File: config.mk
export PLATFORM = sky130hd
export DESIGN_NAME = rmth_ctrl
export DESIGN_NICKNAME = d
export VERILOG_FILES = /design/src/rtl/core/rmth_pkg.sv /design/src/rtl/core/rmth_ctrl.sv
export SDC_FILE = /design/constraint.sdc
export NUM_CORES = 1
export LEC_CHECK = 0
export ABC_AREA = 1
export BUFFER_PORTS_ARGS = -buffer_cell sky130_fd_sc_hd__buf_4
export CORE_MARGIN = 1.5
export CORE_UTILIZATION = 49
export DETAILED_ROUTE_END_ITERATION = 10
export HOLD_SLACK_MARGIN = 0.1
export MAX_ROUTING_LAYER = met4
export PLACE_DENSITY_LB_ADDON = 0.25
export SLEW_MARGIN = 20
export SYNTH_ARGS = -nofsm -noshare
export SYNTH_HDL_FRONTEND = slang
export SYNTH_SLANG_ARGS = --single-unit
File: constraint.sdc
create_clock -name i_clk -period 5.2 [get_ports i_clk]
set_input_delay 0.26 -clock i_clk [delete_from_list [all_inputs] [get_ports i_clk]]
set_output_delay 0.26 -clock i_clk [all_outputs]
set_load 0.02 [all_outputs]
File: src/rtl/core/rmth_pkg.sv
package rmth_pkg;

    localparam int unsigned CAPACITY_DEF    = 1024;
    localparam int unsigned SAMPLE_BITS_DEF = 32;
    localparam int unsigned COUNT_BITS      = 11;

    typedef enum logic [1:0] {
        t_SIFT_NONE = 2'd0,
        t_SIFT_UP   = 2'd1,
        t_SIFT_DOWN = 2'd2
    } t_sift_op;

    typedef struct packed {
        logic     start;
        t_sift_op op;
        logic     heap_sel;
    } t_dp_cmd;

    typedef struct packed {
        logic busy;
        logic done;
    } t_dp_sts;

endpackage

File: src/rtl/core/rmth_ctrl.sv
module rmth_ctrl #(
    parameter int unsigned CAPACITY    = rmth_pkg::CAPACITY_DEF,
    parameter int unsigned SAMPLE_BITS = rmth_pkg::SAMPLE_BITS_DEF
) (
    input  logic                   i_clk,
    input  logic                   i_rst_n,
    input  logic                   i_valid,
    output logic                   o_stall,
    input  logic [SAMPLE_BITS-1:0] i_sample,
    output logic                   o_valid,
    input  logic                   i_stall,
    output logic [SAMPLE_BITS:0]   o_median_times_two,
    output logic [rmth_pkg::COUNT_BITS-1:0] o_stored_count,
    output logic                   o_rejected_full,
    output rmth_pkg::t_dp_cmd      o_cmd,
    output logic [SAMPLE_BITS-1:0] o_value,
    input  rmth_pkg::t_dp_sts      i_sts,
    input  logic [SAMPLE_BITS-1:0] i_old_top
);
    localparam int unsigned CW = $clog2(CAPACITY + 1);

    // Tops are mirrored in registers; heap roots only change via these ops.
    typedef enum logic [2:0] {
        S_IDLE, S_OP1, S_WAIT1, S_OP2, S_WAIT2, S_RDTOP, S_TOPS, S_OUT
    } t_state;

    t_state                 r_state;
    logic [SAMPLE_BITS-1:0] r_x, r_m, r_ltop, r_utop;
    logic [CW-1:0]          r_lsz, r_usz;
    logic                   r_even, r_repl, r_rej;

    logic signed [SAMPLE_BITS:0] w_sum;
    always_comb begin
        if (r_usz > r_lsz) begin
            w_sum = {r_utop[SAMPLE_BITS-1], r_utop} + {r_utop[SAMPLE_BITS-1], r_utop};
        end else if (r_lsz > r_usz) begin
            w_sum = {r_ltop[SAMPLE_BITS-1], r_ltop} + {r_ltop[SAMPLE_BITS-1], r_ltop};
        end else if (r_lsz == '0) begin
            w_sum = '0;
        end else begin
            w_sum = {r_ltop[SAMPLE_BITS-1], r_ltop} + {r_utop[SAMPLE_BITS-1], r_utop};
        end
    end

    always_comb begin
        o_cmd       = '0;
        o_cmd.op    = rmth_pkg::t_SIFT_NONE;
        o_value     = r_x;
        if (r_state == S_OP1) begin
            o_cmd.start    = 1'b1;
            o_cmd.op       = rmth_pkg::t_SIFT_DOWN;
            o_cmd.heap_sel = !r_even;
        end else if (r_state == S_OP2) begin
            o_cmd.start    = 1'b1;
            o_cmd.op       = rmth_pkg::t_SIFT_UP;
            o_cmd.heap_sel = r_even;
            o_value        = r_m;
        end else if (r_state == S_RDTOP) begin
            // fetch the new root of the heap that was sifted down
            o_cmd.start    = 1'b1;
            o_cmd.heap_sel = !r_even;
        end
    end

    assign o_stall = (r_state != S_IDLE);

    always_ff @(posedge i_clk) begin
        if (!i_rst_n) begin
            r_state <= S_IDLE;
            o_valid <= 1'b0;
            r_lsz   <= '0;
            r_usz   <= '0;
        end else begin
            unique case (r_state)
                S_IDLE: begin
                    if (i_valid) begin
                        r_x    <= i_sample;
                        r_m    <= i_sample;
                        r_even <= (r_lsz == r_usz);
                        r_rej  <= ((r_lsz + r_usz) >= CW'(CAPACITY));
                        if ((r_lsz + r_usz) >= CW'(CAPACITY)) begin
                            r_state <= S_TOPS;
                        end else if (r_lsz == r_usz) begin
                            r_repl  <= (r_lsz != '0) && ($signed(r_ltop) > $signed(i_sample));
                            r_state <= ((r_lsz != '0) && ($signed(r_ltop) > $signed(i_sample)))
                                       ? S_OP1 : S_OP2;
                        end else begin
                            r_repl  <= $signed(r_utop) < $signed(i_sample);
                            r_state <= ($signed(r_utop) < $signed(i_sample)) ? S_OP1 : S_OP2;
                        end
                    end
                end
                S_OP1: r_state <= S_WAIT1;
                S_WAIT1: begin
                    if (i_sts.done) begin
                        r_m     <= i_old_top;
                        r_state <= S_OP2;
                    end
                end
                S_OP2: r_state <= S_WAIT2;
                S_WAIT2: begin
                    if (i_sts.done) begin
                        r_state <= S_RDTOP;
                    end
                end
                S_RDTOP: r_state <= S_TOPS;
                S_TOPS: begin
                    if (!r_rej) begin
                        // new root is the pushed value if it outranks the old root
                        if (r_even) begin
                            r_usz <= r_usz + CW'(1);
                            if (r_usz == '0 || $signed(r_m) < $signed(r_utop)) r_utop <= r_m;
                            if (r_repl) r_ltop <= i_old_top;
                        end else begin
                            r_lsz <= r_lsz + CW'(1);
                            if (r_lsz == '0 || $signed(r_m) > $signed(r_ltop)) r_ltop <= r_m;
                            if (r_repl) r_utop <= i_old_top;
                        end
                    end
                    r_state <= S_OUT;
                end
                S_OUT: begin
                    // hold until the previous word has been taken
                    if (!o_valid || !i_stall) begin
                        o_valid            <= 1'b1;
                        o_median_times_two <= w_sum;
                        o_stored_count     <= rmth_pkg::COUNT_BITS'(r_lsz + r_usz);
                        o_rejected_full    <= r_rej;
                        r_state            <= S_IDLE;
                    end
                end
                default: r_state <= S_IDLE;
            endcase
            if (o_valid && !i_stall && r_state != S_OUT) begin
                o_valid <= 1'b0;
            end
        end
    end

    assert property (@(posedge i_clk) disable iff (!i_rst_n)
        (r_lsz + r_usz) <= CW'(CAPACITY))
        else $error("count above capacity");
    assert property (@(posedge i_clk) disable iff (!i_rst_n)
        (r_usz == r_lsz) || (r_usz == r_lsz + CW'(1)))
        else $error("halves out of balance");
    assert property (@(posedge i_clk) disable iff (!i_rst_n)
        (r_state == S_WAIT2 && i_sts.done) |=> (r_state == S_RDTOP))
        else $error("sequencer lost done");
    assert property (@(posedge i_clk) disable iff (!i_rst_n)
        (r_state == S_OP1 || r_state == S_OP2 || r_state == S_RDTOP) |-> !i_sts.busy)
        else $error("command while engine busy");
endmodule

==> key figures, run 1 <==
GRT
  – Total GRT Usage: 29.5%
  – GR Overflow Total: 0
  – Largest net degree at the start of global routing: 72
  – First-pass GRT wire length: 68500 microns
  – Vias in the first global route: 12800
  – Antenna violations before repair: 1

Hold path
  – Hold path depth: 3
  – Hold crit path type: in2reg
  – WHS Endpoint: r_repl$_DFFE_PP_
  – Min-delay src: i_valid

CTS
  – Clk slew on worst S/H paths: 0.06 ns
  – H-Tree Depth: 1
  – CTS tree: built
  – Clk Latency, worst-skew pair: 0.54 ns
  – CTS max path bufs: 3
  – CTS root buffer: clkbuf_16
  – Clk sinks: 202
  – Post-CTS Setup Inserts: 0
  – CTS resizes: 0
  – Hold_buf cts: 66
  – Total CTS buffers: 23

Routing
  – Top sig layer: met4
  – Pre-antenna DRT Iters: 5
  – Vias: 13200
  – Vias per cell: 5.55
  – Detailed Route Iter0 Violations: 1190
  – Avg WL per Cell: 18.6 microns
  – Wire length on met1: 20100 microns
  – WL met3: 2570 microns
  – Antenna viol nets, final: 0
  – Residual DRC: 0
  – WL met2: 20300 microns
  – Final WL: 44200 microns

STA
  – RSZ-0062 raised after global routing: no
  – Worst Setup Slack, final: 1.51 ns
  – Max-slew violation count: 0
  – Max Freq: 271 MHz
  – Hold Vio Cnt, Final: 0
  – Relative max-transition margin: 37.4%
  – Setup Viol. Count Final: 0
  – Fin Clk Skew: 0.0173 ns
  – Setup_tns: 0 ns
  – Slew @ Worst Pin: 0.938 ns
  – Period utilisation layout: 71.0%
  – Post-route minimum period: 3.69 ns

Die
  – Number of top-level pins: 153
  – Die H: 175 microns
  – Die X-Extent: 175 microns
  – Num rows: 62
  – Initial core utilization: 50.1%
  – Die area: 30600 sq um
  – Core ar.: 28900 sq um

Yosys
  – Synth Net Count: 2019
  – Synth cell types: 49
  – Synth Register Bits: 202
  – Top cell type's share of synthesized area: 36.5%
  – Most numerous cell in the Yosys netlist: nand2_1
  – Synth Flop Type: edfxtp_1
  – Warnings from Yosys: 0
  – Number of flops mapped to enable cells by yosys: 176
  – Synth area leaders: edfxtp_1 37%, ha_1 16%, nand2_1 9.4%, o21ai_0 7.4%, inv_1 6.8%
  – Cells after Synth: 1760
  – Yosys top cell by area: edfxtp_1
  – Register area share after synthesis: 40.1%
  – Synth top cells by count: 363 x nand2_1, 261 x inv_1, 214 x o21ai_0, 187 x ha_1, 176 x edfxtp_1
  – Syn Area/Cell: 8.22 sq um
  – Mapped cell area: 14500 sq um
  – Async SR Flop Fraction: 0%

Final layout
  – Layout cell share with drive strength beyond 1: 11.4%
  – # nets final: 2229
  – Multi-input gate area: 7520 sq um
  – Reg area: 5810 sq um
  – Fill cells: 2578
  – Area grow syn2layout: 20.9%

Power and ir drop
  – Pint: 0.00351 W
  – Net Sw Frac: 34.3%
  – Flop pwr share: 39.5%
  – Clock power share: 31.4%
  – PwrDens: 306 nW/um^2
  – Psw: 0.00183 W
  – Power Total: 0.00535 W
  – Maximum vdd drop: 0.441 mV
  – Combinational fraction of design power: 29.1%
  – Leak: 8.10 nW

Worst setup path
  – Crit-path max cell delay: 0.55 ns
  – Crit path kind: reg2reg
  – FF-to-FF End: o_median_times_two[29]$_DFFE_PP_
  – Critical path cell sequence: inv_1 > ha_1 > a21oi_1 > nor2_1 > a211oi_1 > nand3_4 > inv_4 > o21ai_4 > inv_4 > nand3_1 > a31oi_1
  – Crit path DAT: 3.98 ns
  – R2R cell count: 11
  – R2r setup slk: 1.51 ns
  – Most Frequent Cell on Critical Path: inv_4
  – Nature of the critical path endpoint: flop
  – Maximum fanout along the worst path: 43
  – Critical R2R Launch: r_usz[8]$_SDFFE_PN0P_
  – Startpoint type of the worst setup path: flop
  – CP max stage cell: nand3_4
  – CP Data Required Time: 5.49 ns

Placed design
  – Dpl hpwl: 32900 microns
  – Port bufs: 151
  – Setup WS pre-CTS: 1.61 ns
  – Gpl congestion: 0.952

Flow run
  – Max-Cap Viols: 0

Status
  – Status: finished, final reports clean
flip-flops by register name, summed over array words and instances, names as in the netlist, 3 cells and up:
signal / cells
r_x: 32
r_ltop: 32
r_state: 3
r_usz: 11
r_lsz: 11
r_m: 32
o_median_times_two: 33
r_utop: 32
o_stored_count: 11
power groups by stage:
stage                     registers [W]  clock network, W  logic, W
final                           0.00211           0.00168   0.00156
after global routing            0.00212           0.00175   0.00173
after CTS                       0.00211           0.00170   0.00154
after detailed placement        0.00214                 0   0.00149
after global placement          0.00214                 0   0.00145
after floorplan                 0.00210                 0  0.000937
placed cells by master, fill, tap and decap left out, types with 11 or more instances in the layout:
cell,netlist,final
edfxtp_1,176,176
nor3_1,23,22
nor4_1,11,11
a21oi_1,167,165
nand3_1,41,41
ha_1,187,187
o21ai_0,214,214
inv_1,261,261
nor2_1,100,98
dfxtp_1,26,26
a21o_1,14,14
nand2_1,363,363
buf_4,1,162
dlygate4sd3_1,0,66
nand4_1,26,26
clkbuf_16,0,25
xor2_1,18,18
critical path: cells and delay by family, from the launching register on:
family / cells / cell delay (ns)
AOI/OAI and AO/OA: 4 / 1.03
adders and majority gates: 1 / 0.33
buffers and inverters: 3 / 0.95
DFF: 1 / 0.37
and+or+nand+nor: 3 / 0.72
through the flow:
step	area (sq um)	instances	hold WS [ns]	util (%)
floorplan	14500	1760	0.359	-
finish	17500	2372	0.152	60.6
detailed placement	16000	2263	0.449	55.6
CTS	17500	2371	0.130	60.6
global placement	16000	2263	0.448	55.6
global route	17500	2372	0.148	60.6
per-layer routing:
layer | track usage, % | up-vias
li1 | - | 6440
met1 | 39.8 | 6197
met2 | 47.2 | 438
met3 | 3.66 | 83
met4 | 7.51 | 0
met5 | - | -
how the worst max path moves through the flow:
| stage | from | endpoint | slack (ns) |
|---|---|---|---|
| floorplan | r_state[0]$_SDFFE_PN0P_ | r_m[0]$_DFFE_PP_ | 1.16 |
| detailed placement | r_usz[8]$_SDFFE_PN0P_ | o_median_times_two[29]$_DFFE_PP_ | 1.61 |
| finish | r_usz[8]$_SDFFE_PN0P_ | o_median_times_two[29]$_DFFE_PP_ | 1.51 |
| CTS | r_usz[8]$_SDFFE_PN0P_ | o_median_times_two[29]$_DFFE_PP_ | 1.59 |
| global route | r_usz[8]$_SDFFE_PN0P_ | o_median_times_two[13]$_DFFE_PP_ | 1.29 |
| global placement | r_usz[8]$_SDFFE_PN0P_ | o_median_times_two[29]$_DFFE_PP_ | 1.63 |
area by class of cell:
cell class / instances / area share, %
clock inverters: 12 / 0.615
inverters: 269 / 5.81
well taps: 384 / 2.75
repair buffers: 228 / 10.7
diodes: 1 / 0.0143
flip-flops and latches: 202 / 33.2
multi-input cells: 1246 / 43.0
clock buffers: 30 / 3.91
kinds of logic (layout without fill, tap and decap cells):
group                      count (synthesis)  in the layout  share of synthesized area, %
DFF                                      202            202                          40.1
and+or+nand+nor                          583            583                          17.0
AOI/OAI and AO/OA                        453            453                          16.8
other                                      0              1                             0
adders and majority gates                189            189                          16.5
xor gates and xnor gates                  21             21                          1.27
buffers and inverters                    312            539                          8.29
Power figures use the tool's default switching activity.
==> inputs of run 2 (changes only) <==
clock period = 3.4 ns   (was 5.2 ns; I/O delays follow)
==> run 2 against run 1 <==
Compared with the run above: largest cell class unchanged; wire length decreased by 2.1%; clock-buffer cell count fell by 1; critical endpoint is now r_ltop[26]$_DFFE_PP_; highest routed layer unchanged; sequential share of layout area down 0.076 points.
==> key figures, run 2 (synthesis results as in run 1) <==
Status
  – Status: finished, final reports clean

STA
  – Relative max-transition margin: 51.3% (+14 points)
  – Setup_tns: 0 ns (unchanged)
  – RSZ-0062 raised after global routing: no
  – Fin Clk Skew: 0.0215 ns (+0.00420 ns)
  – Max Freq: 332 MHz (+22%)
  – Setup Viol. Count Final: 0 (unchanged)
  – Final hold slack: 0.351 ns (+0.199 ns)
  – Period utilisation layout: 88.7% (+18 points)
  – Post-route minimum period: 3.02 ns (-0.676 ns)
  – Max-slew violation count: 0 (unchanged)
  – Slew @ Worst Pin: 0.731 ns (-0.207 ns)
  – Hold Vio Cnt, Final: 0 (unchanged)

Placed design
  – Port bufs: 151 (unchanged)
  – Dpl hpwl: 32600 microns (-0.90%)
  – Gpl congestion: 0.955 (+0.34%)
  – Cell area after placement: 16100 sq um (+0.57%)

CTS
  – Post-CTS Setup Inserts: 0 (unchanged)
  – Clk slew on worst S/H paths: 0.07 ns (about the same)
  – Clk Latency, worst-skew pair: 0.55 ns (about the same)
  – Total CTS buffers: 23 (unchanged)
  – Clk sinks: 202 (unchanged)
  – CTS root buffer: clkbuf_16
  – CTS max path bufs: 3 (unchanged)
  – CTS tree: built
  – H-Tree Depth: 1 (unchanged)

Routing
  – Final WL: 43300 microns (-2.1%)
  – Vias per cell: 5.47 (-1.4%)
  – Detailed Route Iter0 Violations: 1104 (-7.2%)
  – Avg WL per Cell: 18.2 microns (-2.5%)
  – Antenna viol nets, final: 0 (unchanged)
  – Vias: 13000 (-0.95%)
  – Pre-antenna DRT Iters: 5 (unchanged)
  – Residual DRC: 0 (unchanged)

Power and ir drop
  – Pint: 0.00524 W (+49%)
  – Flop pwr share: 40.0% (+0.5 points)
  – Power Total: 0.00804 W (+50%)
  – Net Sw Frac: 34.8% (+0.52 points)
  – Psw: 0.00280 W (+53%)
  – Leak: 8.12 nW (+0.23%)
  – PwrDens: 458 nW/um^2 (+50%)
  – Clock power share: 30.1% (-1.3 points)
  – Maximum vdd drop: 0.613 mV (+39%)
  – Combinational fraction of design power: 29.9% (+0.8 points)

Worst setup path
  – R2r setup slk: 0.38 ns (-1.12 ns)
  – Crit path DAT: 3.25 ns (-0.73 ns)
  – Nature of the critical path endpoint: flop
  – CP Data Required Time: 3.64 ns (-1.85 ns)
  – Crit path kind: reg2reg
  – Startpoint type of the worst setup path: flop
  – Maximum fanout along the worst path: 10 (-77%)

Final layout
  – Reg area: 5810 sq um (unchanged)
  – Multi-input gate area: 7520 sq um (about the same)
  – Fill cells: 2583 (+0.19%)
  – Fin util: 60.7% (+0.14 points)
  – Cell area after layout: 17500 sq um (+0.23%)
  – # nets final: 2239 (+0.45%)
  – Area grow syn2layout: 21.2%
  – Most common cell after layout, fill and taps aside: nand2_1
  – Layout cell share with drive strength beyond 1: 11.6% (+0.19 points)
  – Max FFs per register: 33 (unchanged)
  – Biggest register: o_median_times_two
  – Commonest cells after routing, fill and taps aside: 363 x nand2_1, 261 x inv_1, 214 x o21ai_0

GRT
  – Largest net degree at the start of global routing: 71 (-1.4%)
  – Antenna violations before repair: 2 (+1)
  – First-pass GRT wire length: 67400 microns (-1.5%)
  – Total GRT Usage: 29.1% (-0.40 points)
  – Vias in the first global route: 12600 (-1.7%)
  – GR Overflow Total: 0 (unchanged)

Die
  – Die area: 30600 sq um (unchanged)
  – Die X-Extent: 175 microns (unchanged)
  – Number of top-level pins: 153 (unchanged)
  – Num rows: 62 (unchanged)
  – Die H: 175 microns (unchanged)
  – Core ar.: 28900 sq um (unchanged)
  – Initial core utilization: 50.1% (unchanged)

Hold path
  – Hold crit path type: in2reg

Flow run
  – Max-Cap Viols: 0 (unchanged)
-- run 2: power by group through the flow --
stage                     clock (W)  combinational [W]  sequential (W)
after floorplan                   0            0.00144         0.00321
after global placement            0            0.00228         0.00325
after detailed placement          0            0.00231         0.00326
after CTS                   0.00245            0.00238         0.00321
after global routing        0.00253            0.00267         0.00323
final                       0.00242            0.00241         0.00321
-- run 2: repair_timing --
action,CTS,global route
hold buffers,68,0
endpoints found under the setup margin,0,32
hold endpoints to repair,149,0
resized for setup,0,1
-- run 2: layer usage --
| metal | GRT usage (%) | up-vias | wire [microns] |
|---|---|---|---|
| li1 | - | 6473 | - |
| met1 | 39.0 | 6069 | 19500 |
| met2 | 45.8 | 423 | 19500 |
| met3 | 5.00 | 68 | 3130 |
| met4 | 7.44 | 0 | 1120 |
| met5 | - | - | 0 |
-- run 2: per-stage QoR --
stage	setup slack (ns)	cells
after floorplan	0.366	1760
after global placement	0.459	2271
after detailed placement	0.409	2271
after CTS	0.337	2381
after global routing	0.173	2383
final	0.384	2383
-- run 2: worst max-delay path, cell delays in order, from the launching register on --
cell and delay, ns:
edfxtp_1 0.40, inv_1 0.08, ha_1 0.30, nand2_1 0.09, nor4_1 0.42, inv_1 0.11
nor3_1 0.25, nand2_1 0.10, nand4_1 0.10, nand2_1 0.05, o21ai_0 0.07, nand2_1 0.11
a21oi_4 0.35, buf_4 0.27
-- run 2: area by class of cell --
class / instances / area share (%)
Multi-Input combinational cell: 1246 / 42.9
Sequential cell: 202 / 33.1
Timing Repair Buffer: 238 / 11.3
Inverter: 269 / 5.80
Clock buffer: 29 / 3.47
Tap cell: 384 / 2.74
Clock inverter: 13 / 0.621
Antenna cell: 2 / 0.0286
-- run 2: worst paths after layout --
path / end / from / cells after the start
worst max-delay path: r_ltop[26]$_DFFE_PP_ / r_ltop[25]$_DFFE_PP_ / 13
worst min-delay path: r_x[24]$_DFFE_PP_ / i_sample[24] / 2
worst max register to register: r_ltop[26]$_DFFE_PP_ / r_ltop[25]$_DFFE_PP_ / 13
worst min register to register: r_lsz[10]$_SDFFE_PN0P_ / r_lsz[10]$_SDFFE_PN0P_ / 1
==> inputs of run 3 (changes only) <==
ABC_AREA = default   (was 1)
==> run 3 against run 2 <==
Compared with the run above: area after synthesis decreased by 3.0%; power increased by 3.7%; fmax decreased by 9.0%; hold slack got worse by 0.15 ns; wire length decreased by 8.7%; clock skew about the same; clock-buffer cell count decreased by 2; design area increased by 2.6%; critical endpoint is now r_ltop[12]$_DFFE_PP_.
==> key figures, run 3 <==
Flow run
  – Max-Cap Viols: 0 (unchanged)

Worst setup path
  – Critical R2R Launch: r_m[25]$_DFFE_PP_
  – CP max stage cell: or4_4
  – Crit path launch: r_m[25]$_DFFE_PP_
  – Most Frequent Cell on Critical Path: nand4_1
  – Crit path DAT: 3.56 ns (+0.31 ns)
  – R2r setup slk: 0.09 ns (-0.30 ns)
  – Critical path cell sequence: ha_4 > nand4_1 > nor2_2 > nand4_1 > or4_4 > o22ai_2 > nor3b_1 > and3b_1 > o31ai_2 > o2111a_2 > buf_6 > clkbuf_16
  – FF-to-FF End: r_ltop[12]$_DFFE_PP_
  – CP Data Required Time: 3.64 ns (about the same)
  – Nature of the critical path endpoint: flop
  – Crit-path max cell delay: 0.54 ns (+0.12 ns)
  – Crit path kind: reg2reg
  – Maximum fanout along the worst path: 5 (-5)
  – R2R cell count: 12 (-1)
  – Startpoint type of the worst setup path: flop

CTS
  – Clk Latency, worst-skew pair: 0.52 ns (-0.03 ns)
  – H-Tree Depth: 1 (unchanged)
  – CTS max path bufs: 3 (unchanged)
  – CTS root buffer: clkbuf_16
  – Clk sinks: 202 (unchanged)
  – Clk slew on worst S/H paths: 0.06 ns (about the same)
  – CTS tree: built
  – Total CTS buffers: 23 (unchanged)

STA
  – Max Freq: 302 MHz (-9.0%)
  – Fin Clk Skew: 0.0211 ns (-0.000391 ns)
  – Slew @ Worst Pin: 0.761 ns (+0.0302 ns)
  – Hold Vio Cnt, Final: 0 (unchanged)
  – Post-route minimum period: 3.31 ns (+0.298 ns)
  – Period utilisation layout: 97.5% (+8.8 points)
  – Relative max-transition margin: 48.6% (-2.7 points)
  – Max-slew violation count: 0 (unchanged)
  – Setup Viol. Count Final: 0 (unchanged)

Final layout
  – Reg area: 5810 sq um (unchanged)
  – Multi-input gate area: 7740 sq um (+2.9%)
  – Layout cell share with drive strength beyond 1: 25.1% (+14 points)
  – Antenna Cells: 0 (-2)
  – Fin util: 64.2% (+3.4 points)
  – Max FFs per register: 33 (unchanged)
  – Fill cells: 2202 (-15%)
  – Area grow syn2layout: 28.2%
  – Most common cell after layout, fill and taps aside: buf_4
  – Biggest register: o_median_times_two
  – # nets final: 1913 (-15%)
  – Commonest cells after routing, fill and taps aside: 251 x buf_4, 183 x ha_1, 176 x edfxtp_1

Yosys
  – Synth area leaders: edfxtp_1 38%, ha_1 17%, mux2_2 7.8%, dfxtp_1 3.7%, a21oi_1 3.5%
  – Synth Register Bits: 202 (unchanged)
  – Synth Flop Type: edfxtp_1
  – Most numerous cell in the Yosys netlist: ha_1
  – Syn Area/Cell: 10.5 sq um (+27%)
  – Synth Net Count: 1598 (-21%)
  – Cells after Synth: 1339 (-24%)
  – Synth cell types: 65 (+33%)
  – Yosys top cell by area: edfxtp_1
  – Synth top cells by count: 187 x ha_1, 176 x edfxtp_1, 126 x inv_1, 99 x a21oi_1, 97 x mux2_2
  – Async SR Flop Fraction: 0% (unchanged)
  – Mapped cell area: 14000 sq um (-3.0%)
  – Top cell type's share of synthesized area: 37.7% (+1.1 points)
  – Warnings from Yosys: 0 (unchanged)
  – Register area share after synthesis: 41.4% (+1.3 points)
  – Number of flops mapped to enable cells by yosys: 176 (unchanged)

Hold path
  – WHS Endpoint: r_state[2]$_SDFFE_PN0P_
  – Min-delay src: i_sts[0]
  – Hold path depth: 5 (+3)
  – Hold crit path type: in2reg

Placed design
  – Port bufs: 151 (unchanged)
  – Dpl hpwl: 28700 microns (-12%)
  – Gpl congestion: 0.906 (-5.1%)

GRT
  – First-pass GRT wire length: 61300 microns (-9.1%)
  – Vias in the first global route: 11400 (-9.7%)
  – GR Overflow Total: 0 (unchanged)
  – Antenna violations before repair: 0 (-2)
  – Total GRT Usage: 27.7% (-1.4 points)
  – Largest net degree at the start of global routing: 64 (-9.9%)

Die
  – Number of top-level pins: 153 (unchanged)
  – Die area: 29600 sq um (-3.0%)
  – Die H: 172 microns (-1.5%)
  – Initial core utilization: 50.1% (-0.056 points)
  – Num rows: 61 (-1.6%)
  – Die X-Extent: 172 microns (-1.5%)
  – Core ar.: 28000 sq um (-2.9%)

Routing
  – Residual DRC: 0 (unchanged)
  – Pre-antenna DRT Iters: 5 (unchanged)
  – Vias: 11600 (-11%)
  – Avg WL per Cell: 19.3 microns (+6.2%)
  – Detailed Route Iter0 Violations: 818 (-26%)
  – WL met3: 2120 microns (-32%)
  – Vias per cell: 5.65 (+3.3%)
  – WL met2: 18300 microns (-6.5%)
  – Wire length on met1: 18100 microns (-7.1%)
  – Top sig layer: met4
  – Antenna viol nets, final: 0 (unchanged)
  – Final WL: 39500 microns (-8.7%)

Power and ir drop
  – Power Total: 0.00833 W (+3.7%)
  – PwrDens: 463 nW/um^2 (+1.0%)
  – Maximum vdd drop: 0.488 mV (-20%)
  – Leak: 7.66 nW (-5.6%)

Status
  – Status: finished, final reports clean
-- run 3: metal layers --
metal  track usage [%]  vias up
met5                 -        -
li1                  -     5616
met2              44.9      402
met3              2.33       65
met4              7.37        0
met1              37.5     5490
-- run 3: worst max path at each step --
stage	end	depth (start not counted)
final	r_ltop[12]$_DFFE_PP_	12
after global routing	r_ltop[4]$_DFFE_PP_	12
after CTS	r_ltop[6]$_DFFE_PP_	12
after detailed placement	r_utop[17]$_DFFE_PP_	10
after global placement	r_utop[11]$_DFFE_PP_	10
after floorplan	r_utop[0]$_DFFE_PP_	9
-- run 3: through the flow --
stage / setup TNS [ns] / std cells / worst slack [ns] / hold slack (ns) / cell area (sq um)
after floorplan: 0 / 1339 / 0.240 / 0.269 / 14000
after global placement: -1.60 / 1920 / -0.0731 / 0.358 / 16300
after detailed placement: -4.50 / 1920 / -0.116 / 0.359 / 16300
after CTS: 0 / 2043 / 0.00183 / 0.157 / 17800
after global routing: -0.193 / 2048 / -0.0198 / 0.230 / 18000
final: 0 / 2048 / 0.0861 / 0.200 / 18000
-- run 3: cell type report --
cell class / instances / share of cell area (%)
tap: 378 / 2.63
timing repair buffer: 329 / 15.5
sequential: 202 / 32.3
multi-input combinational: 972 / 43.1
clock inverter: 14 / 0.598
clock buffer: 27 / 3.34
inverter: 126 / 2.63
-- run 3: report_power, final --
group | internal [W] | total, W | switching [W]
registers | 0.00307 | 0.00323 | 0.000161
logic | 0.00122 | 0.00271 | 0.00150
clock network | 0.00134 | 0.00238 | 0.00104
-- run 3: worst max-delay path, delay by kind of cell, from the launching register on --
kind | cells | cell delay (ns)
buffers and inverters | 2 | 0.31
adders and majority gates | 1 | 0.30
and+or+nand+nor | 6 | 1.30
DFF | 1 | 0.46
AOI/OAI and AO/OA | 3 | 0.68
-- run 3: cell families (layout without fill, tap and decap cells) --
kind of cell,Yosys count,after routing,share of synthesized area [%]
AO/OA/AOI/OAI,324,324,14.7
AND/OR/NAND/NOR,307,307,11.3
flip-flops,202,202,41.4
adder cells (fa/ha/maj),189,189,17.0
buffers and inverters,165,496,4.42
multiplexers,100,100,8.00
XOR/XNOR,52,52,3.25
-- run 3: repair_timing --
action / CTS / global route
resized for setup: 5 / 14
endpoints found under the hold margin: 153 / 0
hold buffers: 67 / 0
gates cloned: 1 / 1
pin swaps: 4 / 8
buffers inserted: 14 / 4
endpoints found under the setup margin: 55 / 40
